--- src/cnq_pkg.sv ---
// Shared types and constants for the context non-uniform quantizer.
// No dependencies; imported by every module of the block.
`timescale 1ns / 1ps
`default_nettype none

package cnq_pkg;

   localparam int LEVELS_DEF       = 8;
   localparam int MAX_WIDTH_DEF    = 1024;
   localparam int MAX_CHANNELS_DEF = 4;
   localparam int DATA_WIDTH_DEF   = 16;

   localparam int ADDR_FIELD_W = 12;
   localparam int CSR_IDX_W    = 2;
   localparam int CSR_DATA_W   = 16;

   localparam logic [10:0] WIDTH_RST  = 11'd1024;
   localparam logic [15:0] HEIGHT_RST = 16'd1024;
   localparam logic [2:0]  CHANS_RST  = 3'd1;

   typedef enum logic {
      ACT_TABLE = 1'b0,
      ACT_QUANT = 1'b1
   } action_type;

   typedef enum logic [CSR_IDX_W-1:0] {
      CSR_MODE   = 2'd0,
      CSR_WIDTH  = 2'd1,
      CSR_HEIGHT = 2'd2,
      CSR_CHANS  = 2'd3
   } csr_index_type;

   typedef enum logic [2:0] {
      ST_IDLE,
      ST_ISSUE,
      ST_LOW,
      ST_STEP,
      ST_SAVE,
      ST_CTX,
      ST_DONE
   } ctl_state_type;

   typedef struct packed {
      logic capture;
      logic tbl_wr;
      logic walk_start;
      logic walk_low;
      logic walk_step;
      logic base_sel;
      logic save;
      logic ctx;
      logic finish;
   } cnq_cmd_type;

   typedef struct packed {
      logic low_neg;
      logic step_last;
      logic mode;
      logic out_free;
   } cnq_status_type;

endpackage

`default_nettype wire

--- src/cnq_ctrl.sv ---
// Controller state machine: sequences the table walks of one sample.
// Depends on cnq_pkg; drives the datapath through cnq_cmd_type.
`timescale 1ns / 1ps
`default_nettype none

module cnq_ctrl
   import cnq_pkg::*;
(
   input  wire logic           clock,
   input  wire logic           reset,
   input  wire logic           req_tvalid,
   input  wire logic           req_tuser,
   output logic                req_tready,
   input  wire cnq_status_type sts,
   output cnq_cmd_type         cmd
);

   ctl_state_type state_ff, state_in;
   logic          pass_ff, pass_in;
   logic          pass_end;

   always_ff @(posedge clock) begin
      if (reset) begin
         state_ff <= ST_IDLE;
         pass_ff  <= 1'b0;
      end else begin
         state_ff <= state_in;
         pass_ff  <= pass_in;
      end
   end

   always_comb begin
      state_in     = state_ff;
      pass_in      = pass_ff;
      cmd          = '0;
      cmd.base_sel = pass_ff;
      req_tready   = 1'b0;
      pass_end     = 1'b0;
      case (state_ff)
         ST_IDLE: begin
            req_tready = 1'b1;
            if (req_tvalid) begin
               if (req_tuser == ACT_QUANT) begin
                  cmd.capture = 1'b1;
                  pass_in     = 1'b0;
                  state_in    = ST_ISSUE;
               end else begin
                  cmd.tbl_wr = 1'b1;
               end
            end
         end
         ST_ISSUE: begin
            cmd.walk_start = 1'b1;
            state_in       = ST_LOW;
         end
         ST_LOW: begin
            cmd.walk_low = 1'b1;
            if (sts.low_neg) begin
               pass_end = 1'b1;
            end else begin
               state_in = ST_STEP;
            end
         end
         ST_STEP: begin
            cmd.walk_step = 1'b1;
            pass_end      = sts.step_last;
         end
         ST_SAVE: begin
            cmd.save = 1'b1;
            state_in = sts.mode ? ST_CTX : ST_DONE;
         end
         ST_CTX: begin
            cmd.ctx  = 1'b1;
            pass_in  = 1'b1;
            state_in = ST_ISSUE;
         end
         ST_DONE: begin
            if (sts.out_free) begin
               cmd.finish = 1'b1;
               state_in   = ST_IDLE;
            end
         end
         default: state_in = ST_IDLE;
      endcase
      if (pass_end) begin
         state_in = pass_ff ? ST_DONE : ST_SAVE;
      end
   end

endmodule

`default_nettype wire

--- config.mk ---
export PLATFORM = sky130hd
export DESIGN_NAME = cnq_ctrl
export DESIGN_NICKNAME = d
export VERILOG_FILES = /design/src/cnq_pkg.sv /design/src/cnq_ctrl.sv
export SDC_FILE = /design/constraint.sdc
export NUM_CORES = 1
export LEC_CHECK = 0
export BUFFER_PORTS_ARGS = -buffer_cell sky130_fd_sc_hd__buf_2
export CAP_MARGIN = 10
export CORE_AREA = 8 8 45 47
export CTS_BUF_LIST = sky130_fd_sc_hd__clkbuf_16
export DETAILED_ROUTE_END_ITERATION = 10
export DIE_AREA = 0 0 53 55
export REMOVE_ABC_BUFFERS = 1
export SYNTH_ARGS = -nofsm -noshare
export SYNTH_HDL_FRONTEND = slang
export SYNTH_SLANG_ARGS = --single-unit
--- constraint.sdc ---
create_clock -name clock -period 3.7 [get_ports clock]
set_clock_uncertainty 0.15 [all_clocks]
set_input_delay 0.74 -clock clock [delete_from_list [all_inputs] [get_ports clock]]
set_output_delay 0.74 -clock clock [all_outputs]
set_load 0.005 [all_outputs]
==> results of run 1 <==
[cells in the mapped netlist]
cell type	number
sky130_fd_sc_hd__nor3_2	1
sky130_fd_sc_hd__buf_6	1
sky130_fd_sc_hd__mux2_4	1
sky130_fd_sc_hd__a21oi_1	2
sky130_fd_sc_hd__o22ai_1	1
sky130_fd_sc_hd__buf_2	2
sky130_fd_sc_hd__buf_4	2
sky130_fd_sc_hd__o311ai_1	1
sky130_fd_sc_hd__inv_1	2
sky130_fd_sc_hd__nor3_1	2
sky130_fd_sc_hd__dfxtp_1	4
sky130_fd_sc_hd__nand2_1	1
sky130_fd_sc_hd__nand3b_1	2
sky130_fd_sc_hd__nor3b_1	1
sky130_fd_sc_hd__a32oi_1	1
sky130_fd_sc_hd__o21ai_0	2
sky130_fd_sc_hd__and3_1	1
sky130_fd_sc_hd__and3b_2	1
sky130_fd_sc_hd__nand3b_2	1
sky130_fd_sc_hd__and3_4	1
sky130_fd_sc_hd__nand2b_1	3
sky130_fd_sc_hd__a22oi_1	1
sky130_fd_sc_hd__nor2b_1	1
sky130_fd_sc_hd__nor2_1	5
sky130_fd_sc_hd__a211oi_1	1
[power breakdown]
group / switching (mW) / internal, mW / total, mW / leakage [nW]
Combinational: 0.0285 / 0.0395 / 0.0680 / 0.155
Sequential: 0.0205 / 0.0500 / 0.0705 / 0.0326
Clock: 0.0292 / 0.138 / 0.167 / 0.0370
Total: 0.0782 / 0.227 / 0.306 / 0.225
[area by class of cell]
| cell class | instances | area (µm²) | area share, % |
|---|---|---|---|
| Multi-Input combinational cell | 30 | 202.7 | 43.09 |
| Tap cell | 16 | 20.02 | 4.255 |
| Timing Repair Buffer | 17 | 85.08 | 18.09 |
| Sequential cell | 4 | 80.08 | 17.02 |
| Inverter | 2 | 7.507 | 1.596 |
| Clock buffer | 3 | 75.07 | 15.96 |
[worst paths after layout]
path,cells past startpoint,to,startpoint
setup / recovery,3,cmd[7],state_ff[1]
setup reg to reg,4,state_ff[1],state_ff[0]
hold / removal,2,pass_ff,pass_ff
hold reg to reg,2,pass_ff,pass_ff
[tightest hold or removal path, stage by stage, from the launching register on]
cell	delay [ns]
sky130_fd_sc_hd__dfxtp_1	0.31
sky130_fd_sc_hd__nand2b_1	0.07
sky130_fd_sc_hd__a21oi_1	0.06
[metrics by stage]
stage | worst slack, ns | instances
2_1_floorplan | 1.841 | 36
3_3_place_gp | 1.644 | 69
3_5_place_dp | 1.645 | 69
4_1_cts | 1.546 | 72
5_1_grt | 1.487 | 72
6_report | 1.559 | 72
[layer usage]
layer  vias to the layer above  wire length (µm)  part of all wire, %
met5                         -                 0                    0
met4                         0                23                  2.9
met3                         2                71                  8.8
met2                         9               360                   45
met1                       138               349                   43
li1                        174                 -                    -
[state kept, by name, indices dropped and copies added, names as in the netlist]
register,flops
pass_ff,1
state_ff,3
[logic make-up after synthesis]
logic type / share of synthesized area [%]
simple gates: 39.47
compound gates: 18.01
buf+inv: 13.41
flops: 24.52
mux: 4.596
==> out/metrics.sh, run 1 <==
DRV_CAP=0
CP-START-KIND='register'
FP-ROW-COUNT=14
POST-SYNTH-TOP-AREA-FRACTION_PCT=24.52
MOST-COMMON-LAYOUT-CELLS='sky130_fd_sc_hd__buf_2, sky130_fd_sc_hd__nor2_1, sky130_fd_sc_hd__dfxtp_1, sky130_fd_sc_hd__nand2b_1, sky130_fd_sc_hd__clkbuf_16'
HOLD_VIOL_FINAL=0
ROUTABILITYCONGESTION=0.6845
TNS_NS=0
INSERTION_DELAY_NS=0.22
YOSYSWARNINGCOUNT=0
CRIT_PATH_MAX_INCR_DELAY_NS=0.58
DRT.ANTENNA.VIOLATING_NETS=0
DRT_FIRST_PASS_ITERS=2
CORE_AREA_UM2=1384
DETAILED_PLACE_HPWL_UM=616.3
CRITPATHCAPTURETYPE='primary output'
SYNTH.FF_LATCH_COUNT=4
DIE_AREA_UM2=2915
DIE_Y_UM=55
CLOCK_TREE.BUFFER_DEPTH=2
PORT_BUFFERS=17
CRITPATHTOPFAMILY='flip-flops'
GR-MAX-USAGE-LAYER='met2'
SYNTHESIS.AREA_UM2=326.6
CRIT_TYPE='register to primary output'
LAYOUT.CORE_UTILIZATION_PCT=34.00
MAXSLEWVIOLCOUNT=0
FINAL_COMMON_CELL='sky130_fd_sc_hd__buf_2'
POST_CTS.RESIZED_INSTANCES=0
WORST_EP_REQUIRED_NS=2.81
GRT_SETUP_UNREPAIRED='no'
ROUTING_USAGE_ON_MET3_PCT=2.139
DRT_FIRST_ITER_VIOLATIONS=3
POSTSYNTHAREAPERCELL_UM2=7.965
CTS-HTREE-LEVELS=1
POWER.DENSITY_nW_PER_UM2=649.9
FIN_CRIT_SH_PCT=57.86
MAX_FREQ_MHz=467.1
FILLERINSTANCES=153
DETAIL_ROUTE.VIAS_PER_CELL=4.486
NUMBER_OF_DIODES_ADDED_FOR_ANTENNA_FIXING=0
SYNTH-SEQ-AREA-SHARE_PCT=24.52
TRITONCTS='built'
SYN_INST=41
NUMBER_OF_FAILING_SETUP_ENDPOINTS_IN_THE_FINAL_TIMING_REPORT=0
CLOCK_SINKS=4
CTS-HOLD-FIX-BUFFERS=0
GRT_START_MAX_NET_PINS=16
FINAL_LAYOUT_SIZE_SUFFIX_GT1_SHARE_PCT=44.64
GLOBALROUTEMET1UTIL_PCT=6.545
SYNTH_LARGEST_AREA_CELL='sky130_fd_sc_hd__dfxtp_1'
YS_TYPES=25
GRT_PASS1_VIAS=285
CP_MAX_FO=15
CRITPATHBUFINV=1
DPL-INSTANCE-AREA_UM2=395.4
ARRIVAL_NS=1.25
AVGROUTEDWIREPERCELL_UM=11.18
NUMCTSBUFFERS=3
CELLLEAKAGEPOWER_nW=0.2248
MAX_SLEW.WORST_PIN.SLEW_NS=0.4448
CTS_SETUP_BUFFERS=0
GLOBAL_ROUTE.USAGE.TOTAL_PCT=5.686
WIRE_LENGTH_OF_THE_FIRST_GLOBAL_ROUTING_PASS_MM=1.221
STDCELL_AREA_UM2=470.5
DIEWIDTH_UM=53
GRT_OVERFLOW=0
FINISH.NET_COUNT=66
CTS_ROOT_BUF='sky130_fd_sc_hd__clkbuf_16'
TIMING.REG2REG.SETUP_SLACK_NS=2.24
POSTROUTEWIRELENGTH_UM=805
CP_SLOWEST_CELL='sky130_fd_sc_hd__dfxtp_1'
TOTAL_POWER_uW=305.7
START_UTIL_PCT=23.60
ROUTE.DETAILED.DRC=0
NUM_IO_PINS=18
CRIT_CHAIN='nor3_2, and3b_2, buf_2'
IR_DROP_mV=0.3968
TIMING.MAX_SLEW.REL_SLACK_PCT=70.31
RUN_STATUS='finished clean'
INITIAL_ANTENNA_VIOLATION_COUNT=0
SYNTHTOLAYOUTAREAGROWTH_PCT=44.06
GRT_USE_MET2_PCT=8.008
DR_TOTAL_VIAS=323
NETLIST_TOP_CELLS_AREA='sky130_fd_sc_hd__dfxtp_1, sky130_fd_sc_hd__nand2b_1, sky130_fd_sc_hd__nor2_1, sky130_fd_sc_hd__buf_4, sky130_fd_sc_hd__mux2_4'
HOLDWS_NS=0.3286
CLKSLEWWORSTSETUPHOLDPATHS_NS=0.03
LAYOUT_MIN_CYCLE_TIME_NS=2.141
WORSTHOLDPATHTYPE='register to register'
No activity file was read; power rests on OpenSTA's default activity.
==> run 2, diff against run 1 <==
--- a/config.mk
+++ b/config.mk
@@ -5,12 +5,13 @@
 export SDC_FILE = /design/constraint.sdc
 export NUM_CORES = 1
 export LEC_CHECK = 0
+export ABC_AREA = 1
 export BUFFER_PORTS_ARGS = -buffer_cell sky130_fd_sc_hd__buf_2
 export CAP_MARGIN = 10
-export CORE_AREA = 8 8 45 47
+export CORE_MARGIN = 8
+export CORE_UTILIZATION = 29
 export CTS_BUF_LIST = sky130_fd_sc_hd__clkbuf_16
 export DETAILED_ROUTE_END_ITERATION = 10
-export DIE_AREA = 0 0 53 55
 export REMOVE_ABC_BUFFERS = 1
 export SYNTH_ARGS = -nofsm -noshare
 export SYNTH_HDL_FRONTEND = slang
==> constraint.sdc (replaced) <==
create_clock -name clock -period 2 [get_ports clock]
set_clock_uncertainty 0.15 [all_clocks]
set_input_delay 0.4 -clock clock [delete_from_list [all_inputs] [get_ports clock]]
set_output_delay 0.4 -clock clock [all_outputs]
set_load 0.005 [all_outputs]
==> run 2 against run 1 <==
- synthesized cell count up 44%
- sequential share of layout area decreased by 1.8 points
- die area fell by 6.5%
- setup slack worse by 1.4 ns
- sequential cell count unchanged
- first-iteration DRC count rose to 3.3 times the previous value
- critical path depth increased by 1
- critical endpoint is now cmd[1]
- largest cell class unchanged
- largest power group is now combinational logic
- highest routed layer is now met3
==> out/metrics.sh, run 2 <==
CLOCKPOWERSHARE_PCT=38.6
FIN_CRIT_SH_PCT=91.89
MOST_COMMON_CELL_ON_CRIT_PATH='sky130_fd_sc_hd__inv_1'
SWITCHING_POWER_uW=306.5
PORT_BUFFERS=17
CRIT_TYPE='register to primary output'
CLOCK_TREE.BUFFER_DEPTH=2
ARRIVAL_NS=1.29
SYNTH-EDFF-COUNT=0
FP-ROW-COUNT=13
ROUTABILITYCONGESTION=0.8763
NUMCTSBUFFERS=3
CRITPATHCAPTURETYPE='primary output'
SYNTH-SEQ-AREA-SHARE_PCT=21.05
POSTSYNTHAREAPERCELL_UM2=6.447
CTS-HTREE-LEVELS=1
TRITONCTS='built'
CTS_SETUP_BUFFERS=0
POWER.DENSITY_nW_PER_UM2=1523
SYN_INST=59
CLOCK_SINKS=4
MOST-COMMON-LAYOUT-CELLS='sky130_fd_sc_hd__buf_2, sky130_fd_sc_hd__inv_1, sky130_fd_sc_hd__nand2_1, sky130_fd_sc_hd__nor2_1, sky130_fd_sc_hd__nand3_1'
AVGROUTEDWIREPERCELL_UM=10.87
LARGEST_REGISTER_FFS=3
COMBINATIONALPOWERSHARE_PCT=39.6
NUMBER_OF_DIODES_ADDED_FOR_ANTENNA_FIXING=0
CLKSLEWWORSTSETUPHOLDPATHS_NS=0.03
CP_MAX_FO=9
MULTI_INPUT_GATE_AREA_UM2=217.7
SYNTH.FF_LATCH_COUNT=4
HOLD_VIOL_FINAL=0
INITIAL_ANTENNA_VIOLATION_COUNT=0
YOSYS_MOST_USED_DFF='sky130_fd_sc_hd__dfxtp_1'
SYNTH.MOST_COMMON_CELL='sky130_fd_sc_hd__inv_1'
DETAIL_ROUTE.VIAS_PER_CELL=4.522
SYNTHTOLAYOUTAREAGROWTH_PCT=38.16
LAYOUT.CORE_UTILIZATION_PCT=41.42
MAXSLEWVIOLCOUNT=0
CP-START-KIND='register'
DRT_FIRST_PASS_ITERS=5
DRT_FIRST_ITER_VIOLATIONS=10
SEQUENTIALPOWERSHARE_PCT=21.8
GRT_SETUP_UNREPAIRED='no'
CELLLEAKAGEPOWER_nW=0.3071
LAYOUT_MIN_CYCLE_TIME_NS=1.838
SYNTHESIS.AREA_UM2=380.4
FILLERINSTANCES=131
TIMING.MAX_SLEW.REL_SLACK_PCT=69.12
START_UTIL_PCT=29.98
GRT_PASS1_VIAS=349
FINAL_LAYOUT_SIZE_SUFFIX_GT1_SHARE_PCT=41.33
NUMBER_OF_FAILING_SETUP_ENDPOINTS_IN_THE_FINAL_TIMING_REPORT=0
SYNTH_COMMON_CELLS='sky130_fd_sc_hd__inv_1, sky130_fd_sc_hd__nand2_1, sky130_fd_sc_hd__nor2_1, sky130_fd_sc_hd__nand3_1, sky130_fd_sc_hd__dfxtp_1'
FINISH.NET_COUNT=85
ROUTING_USAGE_ON_MET3_PCT=5.682
CTS-HOLD-FIX-BUFFERS=0
YS_TYPES=21
GRT_START_MAX_NET_PINS=10
GR-MAX-USAGE-LAYER='met1'
DRV_CAP=0
IR_DROP_mV=0.7971
DIE_AREA_UM2=2726
DR_TOTAL_VIAS=407
MAX_FREQ_MHz=544.1
NETLIST_TOP_CELLS_AREA='sky130_fd_sc_hd__dfxtp_1, sky130_fd_sc_hd__inv_1, sky130_fd_sc_hd__nand2_1, sky130_fd_sc_hd__nand3_1, sky130_fd_sc_hd__nor2_1'
RUN_STATUS='finished clean'
DIE_Y_UM=52.22
CORE_AREA_UM2=1269
DIEWIDTH_UM=52.22
ROUTE.DETAILED.DRC=0
POWER_SWITCHING_SHARE_PCT=38.30
POWER_INTERNAL_uW=493.8
YOSYSWARNINGCOUNT=0
REG_TOP3='state_ff: 3 flops, pass_ff: 1 flops'
DRT.ANTENNA.VIOLATING_NETS=0
GRT_OVERFLOW=0
DETAILED_PLACE_HPWL_UM=756.9
WORSTHOLDPATHTYPE='primary input to register'
WORST_EP_REQUIRED_NS=1.45
GRT_USE_MET2_PCT=8.400
WIRE_LENGTH_OF_THE_FIRST_GLOBAL_ROUTING_PASS_MM=1.587
CRIT_PATH_MAX_INCR_DELAY_NS=0.57
CP_SLOWEST_CELL='sky130_fd_sc_hd__dfxtp_1'
SYNTH_ASYNC_SR_FLOP_SHARE_PCT=0
INSERTION_DELAY_NS=0.22
REGISTER_BANK_WITH_THE_MOST_FLOPS='state_ff'
POST_CTS.RESIZED_INSTANCES=0
SEQUENTIAL_CELL_AREA_UM2=80.08
GLOBAL_ROUTE.USAGE.TOTAL_PCT=7.486
GLOBALROUTEMET1UTIL_PCT=10.68
FINAL_COMMON_CELL='sky130_fd_sc_hd__buf_2'
POST-SYNTH-TOP-AREA-FRACTION_PCT=21.05
CRIT_CHAIN='inv_1, nand3_1, inv_1, buf_2'
MAX_SLEW.WORST_PIN.SLEW_NS=0.4626
NUM_IO_PINS=18
CTS_ROOT_BUF='sky130_fd_sc_hd__clkbuf_16'
TNS_NS=0
POSTROUTEWIRELENGTH_UM=978
SYNTH_LARGEST_AREA_CELL='sky130_fd_sc_hd__dfxtp_1'
run 2: cell count changes after synthesis, moves of 2 or more:
cell | before | now
sky130_fd_sc_hd__inv_2 | 0 | 2
sky130_fd_sc_hd__nand2b_1 | 3 | 0
sky130_fd_sc_hd__o21ai_1 | 0 | 2
sky130_fd_sc_hd__nand3_1 | 0 | 6
sky130_fd_sc_hd__a21oi_2 | 0 | 2
sky130_fd_sc_hd__nor2_1 | 5 | 7
sky130_fd_sc_hd__nand2_1 | 1 | 9
sky130_fd_sc_hd__inv_1 | 2 | 11
sky130_fd_sc_hd__buf_2 | 2 | 0
sky130_fd_sc_hd__o21ai_0 | 2 | 0
run 2: final cells by class:
| type | count | share of cell area [%] |
|---|---|---|
| multi-input cells | 38 | 41.43 |
| repair buffers | 17 | 16.19 |
| flip-flops and latches | 4 | 15.24 |
| clock buffers | 3 | 14.29 |
| inverters | 13 | 9.286 |
| well taps | 15 | 3.571 |
run 2: worst paths after layout:
path	start	endpoint	slack, ns	cells after the start
worst max register to register	state_ff[1]	state_ff[1]	0.55	5
worst min register to register	pass_ff	pass_ff	0.35	2
worst min-delay path	reset	state_ff[2]	0.23	2
worst max-delay path	state_ff[1]	cmd[1]	0.16	4
run 2: kinds of logic after synthesis:
kind of cell           share of synthesized area (%)
and+or+nand+nor                                45.07
buffers and inverters                          21.71
AOI/OAI and AO/OA                              12.17
DFF                                            21.05
run 2: metal layers:
metal,wire length (µm),share of wire (%),vias to the layer above
li1,-,-,216
met1,474,48,168
met5,0,0,-
met3,157,16,0
met2,345,35,23
met4,0,0,0
run 2: power groups by stage:
stage               logic, mW  registers, mW  clock network [mW]
detailed placement      0.314          0.176                   0
global route            0.353          0.181               0.322
finish                  0.317          0.174               0.309
floorplan               0.225          0.163                   0
CTS                     0.316          0.174               0.317
global placement        0.316          0.175                   0
run 2: worst max-delay path, delay by kind of cell, from the launching register on:
kind	cells	cell delay (ns)
AND/OR/NAND/NOR	1	0.16
flip-flops	1	0.57
buffers and inverters	3	0.34
run 2: through the flow:
| step | area [µm²] | std cells | setup slack, ns | power [mW] | hold WS [ns] |
|---|---|---|---|---|---|
| global route | 525.5 | 90 | 0.05593 | 0.8562 | 0.2399 |
| finish | 525.5 | 90 | 0.1622 | 0.8003 | 0.2323 |
| global placement | 450.4 | 87 | 0.3749 | 0.4915 | 0.3479 |
| floorplan | 346.6 | 55 | 0.5372 | 0.3876 | 0.3191 |
| detailed placement | 450.4 | 87 | 0.3840 | 0.4901 | 0.3426 |
| CTS | 525.5 | 90 | 0.1454 | 0.8075 | 0.2325 |
==> run 3, diff against run 2 <==
--- a/config.mk
+++ b/config.mk
@@ -8,10 +8,10 @@
 export ABC_AREA = 1
 export BUFFER_PORTS_ARGS = -buffer_cell sky130_fd_sc_hd__buf_2
 export CAP_MARGIN = 10
-export CORE_MARGIN = 8
-export CORE_UTILIZATION = 29
+export CORE_AREA = 8 8 45 47
 export CTS_BUF_LIST = sky130_fd_sc_hd__clkbuf_16
 export DETAILED_ROUTE_END_ITERATION = 10
+export DIE_AREA = 0 0 53 55
 export REMOVE_ABC_BUFFERS = 1
 export SYNTH_ARGS = -nofsm -noshare
 export SYNTH_HDL_FRONTEND = slang
==> run 3 against run 2 <==
- register-to-register slack improved by 0.02 ns
- utilization fell by 3.4 points
- setup slack got worse by 0.0042 ns
- design area rose by 0.24%
- wire length fell by 0.72%
- combinational power fell by 2%
- largest cell class unchanged
- sequential power barely moved
- clock power barely moved
- first-iteration DRC count fell by 50%
==> out/metrics.sh, run 3 (synthesis results as in run 2) <==
TIMING.REG2REG.SETUP_SLACK_NS=0.57
HOLD_VIOL_FINAL=0
NUMCTSBUFFERS=3
DIEWIDTH_UM=53
MIN_FROM='reset'
WIRE_LENGTH_OF_THE_FIRST_GLOBAL_ROUTING_PASS_MM=1.552
SYNTHTOLAYOUTAREAGROWTH_PCT=38.49
IR_DROP_mV=0.7517
TIMING.MAX_SLEW.REL_SLACK_PCT=69.80
CP_MAX_FO=9
FINAL_COMMON_CELL='sky130_fd_sc_hd__buf_2'
SWITCHING_POWER_uW=299.5
CRITPATHCAPTURETYPE='primary output'
DETAIL_ROUTE.VIAS_PER_CELL=4.571
POWER_SWITCHING_SHARE_PCT=37.76
DRT.ANTENNA.VIOLATING_NETS=0
DETAILROUTE.WIRELENGTH.MET3_UM=80
MAX_FREQ_MHz=542.9
ROUTE.DETAILED.DRC=0
MOST-COMMON-LAYOUT-CELLS='sky130_fd_sc_hd__buf_2, sky130_fd_sc_hd__inv_1, sky130_fd_sc_hd__nand2_1, sky130_fd_sc_hd__nor2_1, sky130_fd_sc_hd__nand3_1'
CTS-HOLD-FIX-BUFFERS=0
WORSTHOLDPATHTYPE='primary input to register'
GRT_OVERFLOW=0
INSERTION_DELAY_NS=0.22
INITIAL_ANTENNA_VIOLATION_COUNT=0
LAYOUT_MIN_CYCLE_TIME_NS=1.842
START_UTIL_PCT=27.49
CORE_AREA_UM2=1384
POST_CTS.RESIZED_INSTANCES=0
CTS-HTREE-LEVELS=1
HOLDWS_NS=0.2327
DETAILED_PLACE_HPWL_UM=795.8
MAXSLEWVIOLCOUNT=0
TOTAL_POWER_uW=793.2
POSTROUTEWIRELENGTH_UM=971
CELLLEAKAGEPOWER_nW=0.3071
WORST_EP_REQUIRED_NS=1.45
REG_TOP3='state_ff: 3 flops, pass_ff: 1 flops'
LARGEST_REGISTER_FFS=3
AVGROUTEDWIREPERCELL_UM=10.67
FINAL_LAYOUT_SIZE_SUFFIX_GT1_SHARE_PCT=41.33
CLOCKPOWERSHARE_PCT=38.8
FINISH.NET_COUNT=85
ROUTED.TOP_LAYER='met3'
NUMBER_OF_FAILING_SETUP_ENDPOINTS_IN_THE_FINAL_TIMING_REPORT=0
DR_TOTAL_VIAS=416
STARTPOINT='state_ff[0]'
POWER.DENSITY_nW_PER_UM2=1506
PORT_BUFFERS=17
WL_MET1_UM=492
REGISTER_BANK_WITH_THE_MOST_FLOPS='state_ff'
CLOCK_TREE.BUFFER_DEPTH=2
CLOCK_SINKS=4
TRITONCTS='built'
FIN_CRIT_SH_PCT=92.10
CRIT-REG2REG-LAUNCH='state_ff[1]'
NUM_IO_PINS=18
GRT_START_MAX_NET_PINS=10
CP-START-KIND='register'
DIE_AREA_UM2=2915
RUN_STATUS='finished clean'
FILLERINSTANCES=156
ARRIVAL_NS=1.29
MAX_SLEW.WORST_PIN.SLEW_NS=0.4523
COMBINATIONALPOWERSHARE_PCT=39.3
DRT_FIRST_PASS_ITERS=4
CTS_ROOT_BUF='sky130_fd_sc_hd__clkbuf_16'
POWER_INTERNAL_uW=493.6
MET2ROUTEDLENGTH_UM=398
DIE_Y_UM=55
FP-ROW-COUNT=14
GRT_SETUP_UNREPAIRED='no'
CTS_SETUP_BUFFERS=0
DRV_CAP=0
CRIT_TYPE='register to primary output'
SEQUENTIALPOWERSHARE_PCT=21.9
TNS_NS=0
GLOBAL_ROUTE.USAGE.TOTAL_PCT=7.053
DRT_FIRST_ITER_VIOLATIONS=5
ROUTABILITYCONGESTION=0.8970
CLKSLEWWORSTSETUPHOLDPATHS_NS=0.03
NUMBER_OF_DIODES_ADDED_FOR_ANTENNA_FIXING=0
GRT_PASS1_VIAS=399
==> run 3: cell counts in the layout (fill, tap and decap cells not counted) <==
No cell type changed its count.
==> run 3: final timing paths <==
kind                 end  depth (start not counted)
max               cmd[8]                          6
max reg2reg  state_ff[1]                          5
min          state_ff[2]                          2
min reg2reg      pass_ff                          2
==> run 3: layout make-up <==
class / instances / area (µm²) / share of cell area (%)
Multi-Input combinational cell: 38 / 217.7 / 41.33
Timing Repair Buffer: 17 / 85.08 / 16.15
Sequential cell: 4 / 80.08 / 15.20
Clock buffer: 3 / 75.07 / 14.25
Inverter: 13 / 48.80 / 9.264
Tap cell: 16 / 20.02 / 3.800
==> run 3: worst max-delay path, stage by stage (launching register included) <==
cell,delay [ns]
sky130_fd_sc_hd__dfxtp_1,0.43
sky130_fd_sc_hd__nor2_4,0.21
sky130_fd_sc_hd__inv_2,0.06
sky130_fd_sc_hd__nor2_2,0.09
sky130_fd_sc_hd__nand2_1,0.08
sky130_fd_sc_hd__nor2_1,0.08
sky130_fd_sc_hd__buf_2,0.12
==> run 3: per-layer routing <==
layer	global-route usage, %	vias up
li1	-	214
met5	0	-
met3	5.080	0
met4	1.293	0
met2	10.35	16
met1	8.219	186
==> run 3: per-stage QoR <==
step                std cells  utilization, %  setup WS (ns)  instance area (µm²)
global route               91           38.07        0.05350                526.8
CTS                        91           38.07         0.1480                526.8
detailed placement         88           32.64         0.3862                451.7
finish                     91           38.07         0.1580                526.8
global placement           88           32.64         0.3998                451.7
floorplan                  55               -         0.5372                346.6
==> run 3: power groups by stage <==
stage               clock [mW]  sequential (mW)  combinational, mW
floorplan                    0            0.163              0.225
global placement             0            0.174              0.317
detailed placement           0            0.176              0.312
CTS                      0.317            0.175              0.315
global route             0.323            0.180              0.355
finish                   0.308            0.173              0.312
